<file path="src/design/tbuart_pkg.sv">
// Shared types, constants and helpers of the timer-driven 8N1 UART.
`default_nettype none
package tbuart_pkg;

	localparam int TIMER_WIDTH = 16;
	localparam int BAUD_DIV_W  = 16;
	localparam int COUNT_W     = TIMER_WIDTH + 1;

	localparam logic [BAUD_DIV_W-1:0] BAUD_DIV_RESET = 16'd104;

	localparam logic [3:0] TX_FRAME_BITS = 4'd10;
	localparam logic [3:0] TX_START_LEFT = 4'd9;
	localparam logic [3:0] RX_DATA_BITS  = 4'd8;

	typedef logic [TIMER_WIDTH-1:0] period_t;
	typedef logic [COUNT_W-1:0]     count_t;

	typedef struct packed {
		logic       rx_line;
		logic       tx_load;
		logic [7:0] tx_byte;
	} in_t;

	typedef struct packed {
		logic       tx_line;
		logic       tx_busy;
		logic       rx_valid;
		logic [7:0] rx_byte;
	} out_t;

	typedef struct packed {
		logic line;
		logic busy;
	} tx_stat_t;

	typedef struct packed {
		logic       valid;
		logic [7:0] data;
	} rx_stat_t;

	// The bit period as seen by a timer of TIMER_WIDTH bits.
	function automatic period_t period_of(input logic [BAUD_DIV_W-1:0] bt);
		period_t p;
		for (int i = 0; i < TIMER_WIDTH; i++) begin
			p[i] = (i < BAUD_DIV_W) ? bt[i] : 1'b0;
		end
		return p;
	endfunction

endpackage
`default_nettype wire

</file>
<file path="src/design/tbuart_tx.sv">
// Transmitter: free-running bit-period counter and frame shifter.
`default_nettype none
module tbuart_tx import tbuart_pkg::*; (
	input  wire logic       clk,
	input  wire logic       arst_n,
	input  wire logic       step,
	input  wire logic       load,
	input  wire logic [7:0] data,
	input  wire period_t    period,
	output tx_stat_t        stat_d
);

	period_t    phase_q;
	logic [3:0] bits_q;
	logic [7:0] shift_q;
	logic       level_q;

	period_t    phase_d;
	logic [3:0] bits_a, bits_d;
	logic [7:0] shift_a, shift_d;
	logic       level_d;
	logic [TIMER_WIDTH:0] phase_inc;

	always_comb begin
		bits_a  = bits_q;
		shift_a = shift_q;
		if (load && bits_q == 4'd0) begin
			bits_a  = TX_FRAME_BITS;
			shift_a = data;
		end
		bits_d  = bits_a;
		shift_d = shift_a;
		level_d = level_q;
		if (phase_q == '0 && bits_a != 4'd0) begin
			bits_d = bits_a - 4'd1;
			if (bits_d == TX_START_LEFT) begin
				level_d = 1'b0;
			end else if (bits_d == 4'd0) begin
				level_d = 1'b1;
			end else begin
				level_d = shift_a[0];
				shift_d = {1'b0, shift_a[7:1]};
			end
		end
		phase_inc = {1'b0, phase_q} + (TIMER_WIDTH+1)'(1);
		if (phase_inc >= {1'b0, period}) begin
			phase_d = '0;
		end else begin
			phase_d = phase_inc[TIMER_WIDTH-1:0];
		end
		stat_d.line = level_d;
		stat_d.busy = (bits_d != 4'd0);
	end

	always_ff @(posedge clk or negedge arst_n) begin
		if (!arst_n) begin
			phase_q <= '0;
			bits_q  <= 4'd0;
			shift_q <= 8'd0;
			level_q <= 1'b1;
		end else if (step) begin
			phase_q <= phase_d;
			bits_q  <= bits_d;
			shift_q <= shift_d;
			level_q <= level_d;
		end
	end

endmodule
`default_nettype wire

</file>
<file path="src/design/tbuart_rx.sv">
// Receiver: falling-edge start, mid-bit sampling countdown and byte assembly.
`default_nettype none
module tbuart_rx import tbuart_pkg::*; (
	input  wire logic    clk,
	input  wire logic    arst_n,
	input  wire logic    step,
	input  wire logic    line,
	input  wire period_t period,
	output rx_stat_t     stat_d
);

	logic       active_q, active_d;
	count_t     count_q, count_d;
	logic [3:0] idx_q, idx_d;
	logic [7:0] shift_q, shift_d;
	logic [7:0] held_q, held_d;
	logic       prev_q;
	logic       valid_d;

	always_comb begin
		active_d = active_q;
		count_d  = count_q;
		idx_d    = idx_q;
		shift_d  = shift_q;
		held_d   = held_q;
		valid_d  = 1'b0;
		if (active_q) begin
			if (count_q > COUNT_W'(1)) begin
				count_d = count_q - COUNT_W'(1);
			end else if (idx_q < RX_DATA_BITS) begin
				if (line) begin
					shift_d[idx_q[2:0]] = 1'b1;
				end
				idx_d   = idx_q + 4'd1;
				count_d = {1'b0, period};
			end else begin
				held_d   = shift_q;
				valid_d  = 1'b1;
				active_d = 1'b0;
				count_d  = '0;
				idx_d    = 4'd0;
			end
		end else if (prev_q && !line) begin
			// Wait one and a half bit periods to land in the middle of data bit 0.
			active_d = 1'b1;
			count_d  = {1'b0, period} + {2'b00, period[TIMER_WIDTH-1:1]};
			idx_d    = 4'd0;
			shift_d  = 8'd0;
		end
		stat_d.valid = valid_d;
		stat_d.data  = held_d;
	end

	always_ff @(posedge clk or negedge arst_n) begin
		if (!arst_n) begin
			active_q <= 1'b0;
			count_q  <= '0;
			idx_q    <= 4'd0;
			shift_q  <= 8'd0;
			held_q   <= 8'd0;
			prev_q   <= 1'b1;
		end else if (step) begin
			active_q <= active_d;
			count_q  <= count_d;
			idx_q    <= idx_d;
			shift_q  <= shift_d;
			held_q   <= held_d;
			prev_q   <= line;
		end
	end

endmodule
`default_nettype wire

</file>
<file path="src/design/tbuart_oreg.sv">
// Result register with one skid entry between the core and the output channel.
`default_nettype none
module tbuart_oreg import tbuart_pkg::*; (
	input  wire logic clk,
	input  wire logic arst_n,
	input  wire logic in_valid,
	output logic      in_stall,
	input  wire out_t in_data,
	output logic      out_valid,
	input  wire logic out_stall,
	output out_t      out_data
);

	out_t main_q, skid_q;
	logic main_vld_q, skid_vld_q;
	logic acc, take;

	assign in_stall  = skid_vld_q;
	assign acc       = in_valid && !skid_vld_q;
	assign take      = main_vld_q && !out_stall;
	assign out_valid = main_vld_q;
	assign out_data  = main_q;

	always_ff @(posedge clk or negedge arst_n) begin
		if (!arst_n) begin
			main_vld_q <= 1'b0;
			skid_vld_q <= 1'b0;
		end else if (skid_vld_q) begin
			if (take) begin
				skid_vld_q <= 1'b0;
			end
		end else if (acc) begin
			if (main_vld_q && !take) begin
				skid_vld_q <= 1'b1;
			end else begin
				main_vld_q <= 1'b1;
			end
		end else if (take) begin
			main_vld_q <= 1'b0;
		end
	end

	always_ff @(posedge clk) begin
		if (skid_vld_q) begin
			if (take) begin
				main_q <= skid_q;
			end
		end else if (acc) begin
			if (main_vld_q && !take) begin
				skid_q <= in_data;
			end else begin
				main_q <= in_data;
			end
		end
	end

endmodule
`default_nettype wire

</file>
<file path="src/design/timer_based_uart_8n1.sv">
// Timer-driven UART 8N1 transmitter and receiver top level.
// Each input transfer is one tick of the bit timer and yields exactly one result
// transfer. The block takes one tick per clock cycle while its input is not
// stalled: the transmit and receive state advance on each accepted tick, and the
// result is written into the result register, or into the skid entry of the
// two-entry output buffer while the result register is full and stalled. The
// input is stalled only while both buffer entries are full. The bit period
// register may be written only while no tick is in flight; the new period takes
// effect in the transmit phase compare and at the next receive countdown reload.
`default_nettype none
module timer_based_uart_8n1 import tbuart_pkg::*; (
	input  wire logic                  clk,
	input  wire logic                  arst_n,
	input  wire logic                  in_valid,
	output logic                       in_stall,
	input  wire in_t                   in_data,
	output logic                       out_valid,
	input  wire logic                  out_stall,
	output out_t                       out_data,
	input  wire logic                  cfg_we,
	input  wire logic [BAUD_DIV_W-1:0] cfg_wdata
);

	logic [BAUD_DIV_W-1:0] baud_div_q;
	period_t               period;
	logic                  step;
	tx_stat_t              tx_stat;
	rx_stat_t              rx_stat;
	out_t                  res_d;

	always_ff @(posedge clk or negedge arst_n) begin
		if (!arst_n) begin
			baud_div_q <= BAUD_DIV_RESET;
		end else if (cfg_we) begin
			baud_div_q <= cfg_wdata;
		end
	end

	assign period = period_of(baud_div_q);
	assign step   = in_valid && !in_stall;

	tbuart_tx u_tx (
		.clk    (clk),
		.arst_n (arst_n),
		.step   (step),
		.load   (in_data.tx_load),
		.data   (in_data.tx_byte),
		.period (period),
		.stat_d (tx_stat)
	);

	tbuart_rx u_rx (
		.clk    (clk),
		.arst_n (arst_n),
		.step   (step),
		.line   (in_data.rx_line),
		.period (period),
		.stat_d (rx_stat)
	);

	always_comb begin
		res_d.tx_line  = tx_stat.line;
		res_d.tx_busy  = tx_stat.busy;
		res_d.rx_valid = rx_stat.valid;
		res_d.rx_byte  = rx_stat.data;
	end

	tbuart_oreg u_oreg (
		.clk       (clk),
		.arst_n    (arst_n),
		.in_valid  (in_valid),
		.in_stall  (in_stall),
		.in_data   (res_d),
		.out_valid (out_valid),
		.out_stall (out_stall),
		.out_data  (out_data)
	);

endmodule
`default_nettype wire

</file>
<file path="config.mk">
export PLATFORM = sky130hd
export DESIGN_NAME = timer_based_uart_8n1
export DESIGN_NICKNAME = d
export VERILOG_FILES = /design/src/design/tbuart_pkg.sv /design/src/design/tbuart_tx.sv /design/src/design/tbuart_rx.sv /design/src/design/tbuart_oreg.sv /design/src/design/timer_based_uart_8n1.sv
export SDC_FILE = /design/constraint.sdc
export NUM_CORES = 1
export LEC_CHECK = 0
export ABC_AREA = 1
export ABC_CLOCK_PERIOD_IN_PS = 3600
export BUFFER_PORTS_ARGS = -buffer_cell sky130_fd_sc_hd__buf_4
export CORE_MARGIN = 2
export CORE_UTILIZATION = 35
export DETAILED_ROUTE_END_ITERATION = 8
export PLACE_DENSITY = 0.54
export SLEW_MARGIN = 15
export SYNTH_ARGS = -nofsm -noshare
export SYNTH_HDL_FRONTEND = slang
export SYNTH_HIERARCHICAL = 1
export SYNTH_SLANG_ARGS = --single-unit
</file>
<file path="constraint.sdc">
create_clock -name clk -period 3.6 [get_ports clk]
set_clock_uncertainty 0.1 [all_clocks]
set_input_delay 0.54 -clock clk [delete_from_list [all_inputs] [get_ports clk]]
set_output_delay 0.54 -clock clk [all_outputs]
set_load 0.05 [all_outputs]
</file>
==> results.yml, run 1 <==
floorplanning:
  start_util: 0.358
  num_io_pins: 44
  rows: 54
  die_h_um: 153
  die_w_um: 153
  die-area_mm2: 0.0235
  coreArea_mm2: 0.0218
sta:
  tightest_slew_ps: 869
  setup-violations-final: 0
  grt_setup_unrepaired: "no"
  finalCriticalPeriod_ps: 3140
  tns_ps: 0
  hold_viol: 0
  final-max-slew-violation-count: 0
  max_freq_mhz: 318
  finalCritPeriodShare: 0.873
  slew_headroom: 0.418
setup_path:
  crit_arrival_ps: 3280
  end_kind: "flip-flop"
  cp.required_ps: 3740
  start_kind: "flip-flop"
  cp_max_fo: 16
  path_class: "flip-flop to flip-flop"
  reg2reg_depth: 18
synthesis:
  synth-adder-area-share: 0.0667
  synth-compound-area-share: 0.0664
  synth-simple-area-share: 0.378
  synthMuxAreaShare: 0
  synth.cell_area_mm2: 0.00780
  synth_cells: 1136
  netlist.area_leader.share: 0.260
  synth_area_leaders: "dfrtp_1, nand2_1, edfxtp_1, inv_1, ha_1"
  synth-seq-cells: 108
  synth_top_family_by_area: "simple AND/OR/NAND/NOR gates"
  synth_top_area_cell: "dfrtp_1"
  yosys_warnings: 6
  yosysSeqAreaShare: 0.361
  synth_area_per_cell_um2: 6.87
  yosys.cell_types.count: 47
  postSynthNetCount: 1208
  synthXorXnorAreaFrac: 0.0191
layout:
  syn2layout_area_growth_pct: 9.86
  num_antenna_cells: 0
  fin_nets: 1238
  final_layout_size_suffix_gt1_frac: 0.113
  fin_util: 0.393
  final_cell_area_mm2: 0.00857
  fin_cells: 1451
clock_tree:
  h-tree-depth: 3
  ctsHoldBuffers: 0
  ctsLongestPathBuffers: 2
  clk_latency_ps: 350
  clk_pin_slew_ps: 80
  cts_setup_buffers: 0
  cts_root_buffer: "clkbuf_16"
  cts_resized: 0
  cts.sinks: 108
  cts_made_buffers: 9
  cts_tree: "done"
flow_run:
  maxCapViolCount: 0
pwr:
  power.total_mw: 5.34
  leakage_nw: 4.65
  ir_drop_mv: 0.228
  power_density_mw_per_mm2: 623
place:
  dp_hpwl_um: 13800
  dp.cells: 1435
  place_congestion: 0.828
  placed_area_mm2: 0.00830
  io_buffer_count: 43
drt:
  post_drt_wl_per_cell_um: 12.9
  first_pass_iters: 6
  wirelength_um: 18800
  ant_nets: 0
  vias: 6857
  drc_errors: 0
  drtIter0Drc: 384
  viasPerCell: 4.73
global_route:
  grt_antenna_before_repair: 0
  grt_pass1_wl_um: 31700
  grtUsageTotal: 0.162
  grt_start_max_net_pins: 61
  grt.overflow.total: 0
  grt_pass1_vias: 6414
status:
  status: "complete, no violations"
min_path:
  hold_path.class: "primary input to asynchronous set/reset pin"
-- layout make-up --
cell class / count / area, um2
clock buffer: 9 / 225
clock inverter: 7 / 51.3
fill: 2356 / 13200
inverter: 161 / 609
multi-input combinational: 835 / 4140
sequential: 108 / 2820
tap: 280 / 350
timing repair buffer: 51 / 383
-- stage by stage --
stage,hold WS (ps),worst slack [ps]
global placement,355,573
global route,239,62.9
CTS,200,444
detailed placement,363,462
finish,172,458
floorplan,144,1050
-- power breakdown --
part	switching, mW	total [mW]	internal, mW
Clock	0.474	0.947	0.473
Sequential	0.284	1.91	1.62
Combinational	1.67	2.49	0.824
Total	2.42	5.34	2.92
-- state kept, by name (all words and copies together), names as in the netlist, 8 cells and up --
name	flops
u_rx/held_q	8
u_oreg/out_data	11
u_rx/count_q	17
baud_div_q	16
u_tx/shift_q	8
u_oreg/skid_q	11
u_tx/phase_q	16
u_rx/shift_q	8
-- kinds of logic (layout without fill, tap and decap cells) --
| group | after synthesis | count (layout) |
|---|---|---|
| AND/OR/NAND/NOR | 678 | 678 |
| adder cells (fa/ha/maj) | 41 | 41 |
| buffers and inverters | 193 | 228 |
| flip-flops | 108 | 108 |
| XOR/XNOR | 17 | 17 |
| AO/OA/AOI/OAI | 99 | 99 |
-- per-layer routing --
metal | GRT usage | vias to the layer above | wire length, um
met4 | 0.0476 | 0 | 280
met5 | 0 | - | 0
met2 | 0.263 | 108 | 8500
met3 | 0.0164 | 14 | 491
met1 | 0.231 | 3135 | 9490
li1 | - | 3600 | -
-- critical path: stages, from the launching register on --
cell	delay (ps)
dfrtp_1	440
ha_1	210
nand2_1	90
nor2_2	220
nand2_1	140
o21ai_0	220
inv_1	80
ha_1	290
nand2_1	70
inv_1	50
nand2_1	50
nor2_1	130
a21oi_1	80
nand2_1	60
nand2_1	40
nand2_1	50
nand2_1	420
nand3_1	220
nand2_1	80
-- Yosys cell counts, drive strengths merged --
cell type / n
or3: 1
xor2: 14
buf: 22
fa: 1
or2: 3
inv: 161
nor2: 116
ha: 40
a31o: 1
dlygate4sd1: 1
o21a: 1
o22ai: 1
dfrtp: 81
nand2: 445
nand3b: 5
nand3: 86
clkbuf: 9
o21ai: 60
o31ai: 1
nand4: 14
nor3: 5
and2: 3
a31oi: 1
a21oi: 34
edfxtp: 22
dfstp: 5
xnor2: 3
-- placed cells by master, fill, tap and decap left out, types with 2 or more instances in the layout --
master      Yosys  layout
a21oi_1        34      34
and2_1          3       3
buf_4           4      51
clkbuf_16       0       9
clkinv_2        0       2
clkinv_4        0       2
clkinvlp_4      0       2
dfrtp_1        81      81
dfstp_2         5       5
edfxtp_1       22      22
ha_1           40      40
inv_1         152     152
inv_2           8       8
inv_6           1       2
nand2_1       429     429
nand2_2        13      13
nand2_4         2       2
nand3_1        78      78
nand3_2         7       7
nand3b_1        5       5
nand4_1        12      12
nand4_2         2       2
nor2_1        101     100
nor2_2          9      10
nor2_4          5       5
nor3_1          3       3
o21ai_0        50      50
o21ai_1         7       7
o21ai_2         3       3
or2_2           3       3
xnor2_1         3       3
xor2_1         14      14
-- worst paths after layout --
kind                                             start                           end  slack, ps
max reg2reg                u_tx/phase_q[0]$_DFFE_PN0P_   u_tx/phase_q[9]$_DFFE_PN0P_        460
max                        u_tx/phase_q[0]$_DFFE_PN0P_   u_tx/phase_q[9]$_DFFE_PN0P_        460
min                                             arst_n  u_rx/count_q[10]$_DFFE_PN0P_        170
min reg2reg                 u_rx/held_q[5]$_DFFE_PN0P_    u_rx/held_q[5]$_DFFE_PN0P_        380
max in group asynchronous                       arst_n      u_tx/level_q$_DFFE_PN1P_       2440
min in group clk                          cfg_wdata[0]     baud_div_q[0]$_DFFE_PN0P_        280
(Power assumes the default switching activity.)
==> run 2, diff against run 1 <==
ABC_CLOCK_PERIOD_IN_PS = 3900   (was 3600)
clock period = 3.9 ns   (was 3.6 ns; I/O delays follow)
==> results.yml, run 2 (synthesized netlist as in run 1, its figures left out) <==
status:
  status: "complete, no violations"
layout:
  num_antenna_cells: 0
  syn2layout_area_growth_pct: 9.52
  final_layout_size_suffix_gt1_frac: 0.108
  fin_util: 0.392
  fin_nets: 1237
  largest_reg_flops: 17
  top_register: "u_rx/count_q"
  most-common-layout-cells: "nand2_1, inv_1, nor2_1"
  final_common_cell: "nand2_1"
  reg.largest.list: "u_rx/count_q (17), baud_div_q (16), u_tx/phase_q (16)"
global_route:
  grt_pass1_wl_um: 31700
  grt.overflow.total: 0
  grtUsageTotal: 0.163
  grt_start_max_net_pins: 66
  grt_antenna_before_repair: 0
  grt_pass1_vias: 6341
flow_run:
  maxCapViolCount: 0
setup_path:
  reg2reg_depth: 16
  cp_num_cells: 16
  cp.required_ps: 4090
  start_kind: "flip-flop"
  path_class: "flip-flop to flip-flop"
  cpMaxStageDelayCell: "dfrtp_1"
  crit_top_cell: "nand2_1"
  end_kind: "flip-flop"
  cp_cell_sequence: "ha_1, nand2_1, nor2_2, nand2_1, o21ai_0, inv_1, ha_1, nand2_1, inv_1, nand2_1, nor2_1, a31o_2, nor2_2, buf_4, nand3_1, nand2_1"
  cpLargestDelayFamily: "simple AND/OR/NAND/NOR gates"
  slowest_delay_ps: 440
  cp_max_fo: 9
  crit_arrival_ps: 3350
  cp.buffers_inverters: 3
clock_tree:
  clk_pin_slew_ps: 80
  ctsHoldBuffers: 0
  cts_root_buffer: "clkbuf_16"
  cts.sinks: 108
  cts_tree: "done"
  clk_latency_ps: 350
  h-tree-depth: 3
  cts_resized: 0
  cts_made_buffers: 9
  cts_setup_buffers: 0
  ctsLongestPathBuffers: 2
drt:
  viasPerCell: 4.66
  first_pass_iters: 5
  ant_nets: 0
  wirelength_um: 18700
  post_drt_wl_per_cell_um: 12.9
  vias: 6760
  drc_errors: 0
  drtIter0Drc: 305
sta:
  finalCritPeriodShare: 0.808
  finalCriticalPeriod_ps: 3150
  tns_ps: 0
  tightest_slew_ps: 902
  slew_headroom: 0.399
  hold_viol: 0
  grt_setup_unrepaired: "no"
  final-max-slew-violation-count: 0
  setup-violations-final: 0
  max_freq_mhz: 317
place:
  io_buffer_count: 43
  place_congestion: 0.825
  dp_hpwl_um: 13700
floorplanning:
  coreArea_mm2: 0.0218
  rows: 54
  start_util: 0.358
  die_w_um: 153
  num_io_pins: 44
  die_h_um: 153
  die-area_mm2: 0.0235
pwr:
  ir_drop_mv: 0.232
  power_density_mw_per_mm2: 575
  leakage_nw: 4.64
min_path:
  hold_path.class: "primary input to asynchronous set/reset pin"
-- run 2: cell count changes in the layout (fill, tap and decap cells not counted), sizes merged --
cell	delta
clkbuf	+5
buf	-1
clkinv	-2
inv	-1
clkinvlp	-2
-- run 2: path summary, 6_finish.rpt --
check / start / to / slack, ps
worst max-delay path: u_tx/phase_q[0]$_DFFE_PN0P_ / u_tx/phase_q[4]$_DFFE_PN0P_ / 750
worst min-delay path: arst_n / u_rx/count_q[9]$_DFFE_PN0P_ / 220
worst max register to register: u_tx/phase_q[0]$_DFFE_PN0P_ / u_tx/phase_q[4]$_DFFE_PN0P_ / 750
worst min register to register: u_rx/held_q[7]$_DFFE_PN0P_ / u_rx/held_q[7]$_DFFE_PN0P_ / 380
max in group asynchronous: arst_n / baud_div_q[6]$_DFFE_PN1P_ / 2560
min in group clk: cfg_wdata[13] / baud_div_q[13]$_DFFE_PN0P_ / 330
-- run 2: stage by stage --
stage	power [mW]	setup WS (ps)	cells	cell area [um2]	hold slack [ps]
after floorplan	3.54	1350	1136	7800	189
after global placement	4.07	849	1434	8290	356
after detailed placement	4.09	765	1434	8290	365
after CTS	4.97	736	1450	8550	291
after global routing	5.37	295	1450	8550	319
final	4.91	749	1450	8550	216
-- run 2: layout make-up --
class / instances / area [um2]
clock inverters: 2 / 13.8
repair buffers: 50 / 375
inverters: 161 / 609
fillers: 2377 / 13300
clock buffers: 14 / 244
flip-flops and latches: 108 / 2820
multi-input cells: 835 / 4140
well taps: 280 / 350
-- run 2: where the power goes --
part	internal, mW	total (mW)	switching (mW)
registers	1.50	1.76	0.257
clock network	0.437	0.862	0.426
logic	0.761	2.30	1.53
total	2.70	4.91	2.22
-- run 2: per-layer routing --
layer,part of all wire,up-vias,global-route usage
met5,0,-,0
met4,0.0084,0,0.0354
met3,0.026,10,0.0215
met2,0.45,94,0.265
met1,0.51,3059,0.233
li1,-,3597,-
